`src/rtl/tgse_pkg.sv`:
```
// ----------------------------------------------------------------------------
// tgse_pkg
// Shared types and constants of the text grid scroll and erase engine.
// ----------------------------------------------------------------------------
package tgse_pkg;

    typedef enum logic [2:0] {
        OP_INIT       = 3'd0,
        OP_SCROLL_UP  = 3'd1,
        OP_SCROLL_DN  = 3'd2,
        OP_ERASE      = 3'd3,
        OP_WRITE      = 3'd4,
        OP_READ       = 3'd5,
        OP_SET_ATTR   = 3'd6,
        OP_RESET_ATTR = 3'd7
    } t_opcode;

    localparam logic [1:0] CFG_COLS    = 2'd0;
    localparam logic [1:0] CFG_ROWS    = 2'd1;
    localparam logic [1:0] CFG_MARGIN  = 2'd2;
    localparam logic [1:0] CFG_DEFATTR = 2'd3;

    localparam logic [1:0] ERASE_TO_END   = 2'd0;
    localparam logic [1:0] ERASE_TO_CURS  = 2'd1;
    localparam logic [1:0] ERASE_ALL      = 2'd2;

    localparam logic [7:0] BLANK_CHAR = 8'h20;
    localparam logic [7:0] RESET_ATTR = 8'h07;

    // controller to datapath
    typedef struct packed {
        logic latch;      // capture the command
        logic map_id;     // load identity map
        logic map_rot;    // rotate map by one step
        logic attr_def;   // current attribute <- default
        logic attr_set;   // current attribute <- command value
        logic fill_start; // load fill bounds for the planned job
        logic fill_step;  // write one blank cell, advance
        logic cell_wr;    // write one cell
        logic clr_step;   // write one reset cell, advance
    } t_cmd;

    // datapath to controller
    typedef struct packed {
        logic on_screen;  // command cell on screen
        logic fill_last;  // current blank cell is the last one
        logic fill_empty; // planned fill has no cell
        logic rot_last;   // rotation step count done
        logic scroll_ok;  // start row within margin, count nonzero
        logic scroll_all; // count covers region
        logic clr_last;   // last cell of the reset pass
    } t_sts;

endpackage

```
`src/rtl/tgse_ctrl.sv`:
```
// ----------------------------------------------------------------------------
// tgse_ctrl
// Command sequencer: decode, rotate map, sweep blank cells, read, respond.
// ----------------------------------------------------------------------------
module tgse_ctrl (
    input  logic           i_clk,
    input  logic           i_rst_n,
    input  logic           i_valid,
    output logic           o_ready,
    input  logic [2:0]     i_opcode,
    output tgse_pkg::t_cmd o_cmd,
    input  tgse_pkg::t_sts i_sts,
    input  logic [15:0]    i_rdata,
    output logic           o_valid,
    input  logic           i_ready,
    output logic [7:0]     o_cell_char,
    output logic [7:0]     o_cell_attr,
    output logic           o_is_read
);
    typedef enum logic [2:0] {
        S_CLEAR, S_IDLE, S_DECODE, S_ROT, S_PLAN, S_FILL, S_READ, S_RESP
    } t_state;
    t_state r_state, n_state;
    logic   r_valid;
    logic   r_rd;

    assign o_ready = (r_state == S_IDLE);
    assign o_valid = r_valid;

    always_comb begin
        o_cmd = '0;
        n_state = r_state;
        unique case (r_state)
            S_CLEAR: begin
                o_cmd.clr_step = 1'b1;
                if (i_sts.clr_last) n_state = S_IDLE;
            end
            S_IDLE: if (i_valid && o_ready) begin
                o_cmd.latch = 1'b1;
                n_state = S_DECODE;
            end
            S_DECODE: begin
                n_state = S_RESP;
                case (i_opcode)
                    tgse_pkg::OP_INIT: begin
                        o_cmd.map_id = 1'b1; o_cmd.attr_def = 1'b1;
                        n_state = S_PLAN;
                    end
                    tgse_pkg::OP_SCROLL_UP, tgse_pkg::OP_SCROLL_DN: begin
                        o_cmd.fill_start = 1'b1;
                        if (i_sts.scroll_ok)
                            n_state = i_sts.scroll_all ? S_PLAN : S_ROT;
                    end
                    tgse_pkg::OP_ERASE: n_state = S_PLAN;
                    tgse_pkg::OP_WRITE: o_cmd.cell_wr = i_sts.on_screen;
                    tgse_pkg::OP_READ: if (i_sts.on_screen) n_state = S_READ;
                    tgse_pkg::OP_SET_ATTR: o_cmd.attr_set = 1'b1;
                    default: o_cmd.attr_def = 1'b1;
                endcase
            end
            S_ROT: begin
                o_cmd.map_rot = 1'b1;
                if (i_sts.rot_last) n_state = S_PLAN;
            end
            S_PLAN: begin
                o_cmd.fill_start = 1'b1;
                n_state = i_sts.fill_empty ? S_RESP : S_FILL;
            end
            S_FILL: begin
                o_cmd.fill_step = 1'b1;
                if (i_sts.fill_last) n_state = S_RESP;
            end
            S_READ: n_state = S_RESP;
            // hold while the previous transaction still waits at the output
            S_RESP: n_state = (r_valid && !i_ready) ? S_RESP : S_IDLE;
            default: n_state = S_IDLE;
        endcase
    end

    always_ff @(posedge i_clk) begin
        if (!i_rst_n) begin
            r_state <= S_CLEAR;
            r_valid <= 1'b0;
            r_rd    <= 1'b0;
        end else begin
            r_state <= n_state;
            if (r_state == S_READ) r_rd <= 1'b1;
            if (r_state == S_RESP && n_state == S_IDLE) begin
                r_valid     <= 1'b1;
                o_is_read   <= r_rd;
                o_cell_char <= r_rd ? i_rdata[7:0] : 8'd0;
                o_cell_attr <= r_rd ? i_rdata[15:8] : 8'd0;
                r_rd        <= 1'b0;
            end else if (o_valid && i_ready) begin
                r_valid <= 1'b0;
            end
        end
    end
endmodule

```
`config.mk`:
```
export PLATFORM = sky130hd
export DESIGN_NAME = tgse_ctrl
export DESIGN_NICKNAME = d
export VERILOG_FILES = /design/src/rtl/tgse_pkg.sv /design/src/rtl/tgse_ctrl.sv
export SDC_FILE = /design/constraint.sdc
export NUM_CORES = 1
export LEC_CHECK = 0
export BUFFER_PORTS_ARGS = -buffer_cell sky130_fd_sc_hd__buf_2
export CORE_UTILIZATION = 48
export DETAILED_ROUTE_END_ITERATION = 16
export GPL_TIMING_DRIVEN = 0
export MAX_ROUTING_LAYER = met4
export PLACE_DENSITY = 0.84
export SETUP_SLACK_MARGIN = 0.5
export SLEW_MARGIN = 10
export SYNTH_ARGS = -nofsm -noshare
export SYNTH_HDL_FRONTEND = slang
export SYNTH_SLANG_ARGS = --single-unit
```
`constraint.sdc`:
```
create_clock -name i_clk -period 2.9 [get_ports i_clk]
set_input_delay 0.58 -clock i_clk [delete_from_list [all_inputs] [get_ports i_clk]]
set_output_delay 0.58 -clock i_clk [all_outputs]
set_load 0.01 [all_outputs]
```
==> impl_results.md <==
- DRC errors left: 0
- Pins Over Slew Limit: 0
- H-tree Lvls: 1
- Die width: 50.7 um
- Max FO, Critical Path: 3
- Final Hold Fails: 0
- Count leader, synth: and2_1
- PortBufs: 57
- I/O Pins: 58
- Main area contributors after synthesis: edfxtp_1 45%, and2_1 9.9%, dfxtp_1 8.8%, ha_1 4.4%, a21oi_1 3.1%
- Worst-Skew Late Latency: around 0.3 ns
- Max-Cap Viols: 0
- Worst vdd ir: 0.231 mV
- Post-route minimum period: approximately 2.1 ns
- Synth Warn #: 0
- Commonest cells post-synth: 18 x and2_1, 17 x edfxtp_1, 7 x a21oi_1
- Final Instance Count excl. Fillers: a little under 200
- RSZ-0062 raised after global routing: no
- Clock sinks: 22
- Cells after DPL: 189
- DP HPWL: around 1900 um
- Mapped Nets: ~140
- Worst Min Path Start: i_rdata[13]
- Outcome: finished clean
- Met2 Routed Length: between 1000 and 1500 um
- Nets: 200
- Vias per cell: between 5 and 6
- DRT Pass-1 Iters: 4
- Area grow syn2layout: 30.4%
- Length in cells of the worst reg-to-reg path: 3
- Routed vias: 980
- Overall power: 0.615 mW
- Worst hold stages: 2
- Routed Antenna Nets: 0
- Syn_area_per_cell: approximately 11 um^2
- Headroom to the max-slew limit: a little over half
- Total die area: ~0.0026 mm^2
- Dpl ws: just under 0.8 ns
- Ys flop type: edfxtp_1
- Largest net degree at the start of global routing: 18
- Clk slew on worst S/H paths: 0.12 ns
- Gpl congestion: between 0.7 and 0.8
- CP Class: in -> out
- Worst slew pin tran: roughly 0.71 ns
- Synthesized instance count: roughly 100
- Hold Path Class: in -> reg
- CTS tree: yes
- Root Buffer: clkbuf_4
- Crit path DAT: approximately 1.5 ns
- Reg2reg end: o_cell_attr[1]$_SDFFCE_PN0P_
- Top Layer Used: met4
- Startpoint Class: input pin
- Core ar.: roughly 0.0022 mm^2
- P_leak: between 0.6 and 0.7 nW
- FP Rows: 17
- TNS Setup: 0 ns
- Yosys reg bits: 22
- Max Clk Rate: ~470 MHz
- Final setup vio count: 0
- Initial antenna violation count: 0
- Hold_buf cts: 0
- Post-synth ARST share: 0%
- Average wire per standard cell: approximately 13 um
- First-pass GRT wire length: 3770 um
- DR WL met3: about 120 um
- Initial core utilization: about half
- Die H: 50.7 um
- Setup ws final: around 0.78 ns
- Bufs on Longest Clock Path: 2
- Pwr dens: approximately 410 mW/mm^2
- Flop2flop setup slack: 1.06 ns
- Synth area leader: edfxtp_1
- Final clock skew: 0.00738 ns
- Setup Buffers After CTS: 0
- Total gr overflow: 0
- Number of gates resized after CTS: 0
- Synth cell types: 32
- Hold Path End: o_cell_attr[5]$_SDFFCE_PN0P_
- Starting DRT DRC Count: 13
- Worst EP required: around 2.3 ns
- Yosys top cell area share: between 40% and 50%
- Number of synthesized flops with an enable pin: 17
- Vias in the first global route: 890
- Wire length on met1: about 930 um
- Num CTS Buffers: 3
- Routed wire length: 2430 um
- # diodes: 0
- Reg2Reg Launch Point: r_state[0]$_SDFF_PN0_
- Gr usage total: between 20% and 30%
- Post-Syn Area: 0.00114 mm^2
- Sequential cell area fraction in the yosys report: between 50 and 60%
- Layout cell share with drive strength beyond 1: between 40% and 50%
- Final period utilization: between 70% and 80%
- CP Capture Type: output port
## cells in the final DEF, fill, tap and decap left out, types with 2 or more instances in the layout
cell / n
inv_1: 4
nand2b_1: 2
clkbuf_4: 3
a21oi_1: 7
nor2_1: 5
buf_2: 60
and2_1: 18
ha_1: 4
edfxtp_1: 17
dfxtp_1: 5
nand3_1: 3
and3_1: 3
mux2i_1: 2
nand2_1: 5
nor3_1: 3
nor2b_1: 5
a31oi_1: 2
## cell families after synthesis
group,Yosys count,synth area share (%)
buffers and inverters,9,3.95
DFF,22,53.6
AOI/OAI and AO/OA,16,9.44
muxes,3,2.74
and+or+nand+nor,50,25.9
adders and majority gates,4,4.39
## layout make-up
| cell class | count | area (um^2) |
|---|---|---|
| plain buffers | 5 | 30.0 |
| multi-input cells | 73 | 484 |
| clock buffers | 3 | 22.5 |
| inverters | 4 | 15.0 |
| fillers | 191 | 747 |
| clock inverters | 1 | 3.75 |
| repair buffers | 57 | 285 |
| flip-flops and latches | 22 | 611 |
| well taps | 28 | 35.0 |
## worst max-delay path by stage
| stage | from | endpoint | slack [ns] |
|---|---|---|---|
| after floorplan | i_opcode[1] | o_cmd[3] | 1.10 |
| after global placement | i_opcode[1] | o_cmd[3] | 0.84 |
| after detailed placement | i_opcode[0] | o_cmd[3] | 0.79 |
| after CTS | i_opcode[0] | o_cmd[3] | 0.78 |
| after global routing | i_opcode[1] | o_cmd[3] | 0.71 |
| final | i_opcode[0] | o_cmd[3] | 0.78 |
## layer usage
metal / up-vias / global-route usage, %
met5: - / -
met1: 449 / 21.0
met4: 0 / 6.48
met3: 4 / 2.73
li1: 486 / -
met2: 41 / 38.2
## flip-flops by register name, indices dropped and copies added (netlist names)
| signal | flops |
|---|---|
| o_is_read | 1 |
| o_cell_char | 8 |
| r_state | 3 |
| o_valid | 1 |
| o_cell_attr | 8 |
| r_rd | 1 |
## critical path, cell delays in order
cell	delay, ns
buf_2	0.11
inv_1	0.06
ha_1	0.22
nor2_1	0.17
nor2_1	0.09
a21oi_1	0.14
nor2_1	0.04
buf_2	0.13
## metrics by stage
step	utilization [%]	instance area, um^2	hold WS, ns
global placement	65.4	1460	0.540
floorplan	-	1140	0.510
detailed placement	65.4	1460	0.545
CTS	66.6	1490	0.547
global route	66.6	1490	0.541
finish	66.6	1490	0.550
## report_power, final
| group | total (mW) | switching (mW) | internal (mW) |
|---|---|---|---|
| Combinational | 0.130 | 0.0660 | 0.0638 |
| Sequential | 0.350 | 0.00901 | 0.341 |
| Clock | 0.136 | 0.0854 | 0.0502 |
| Total | 0.615 | 0.160 | 0.455 |
Note: power is estimated with default switching activity, not from simulation.
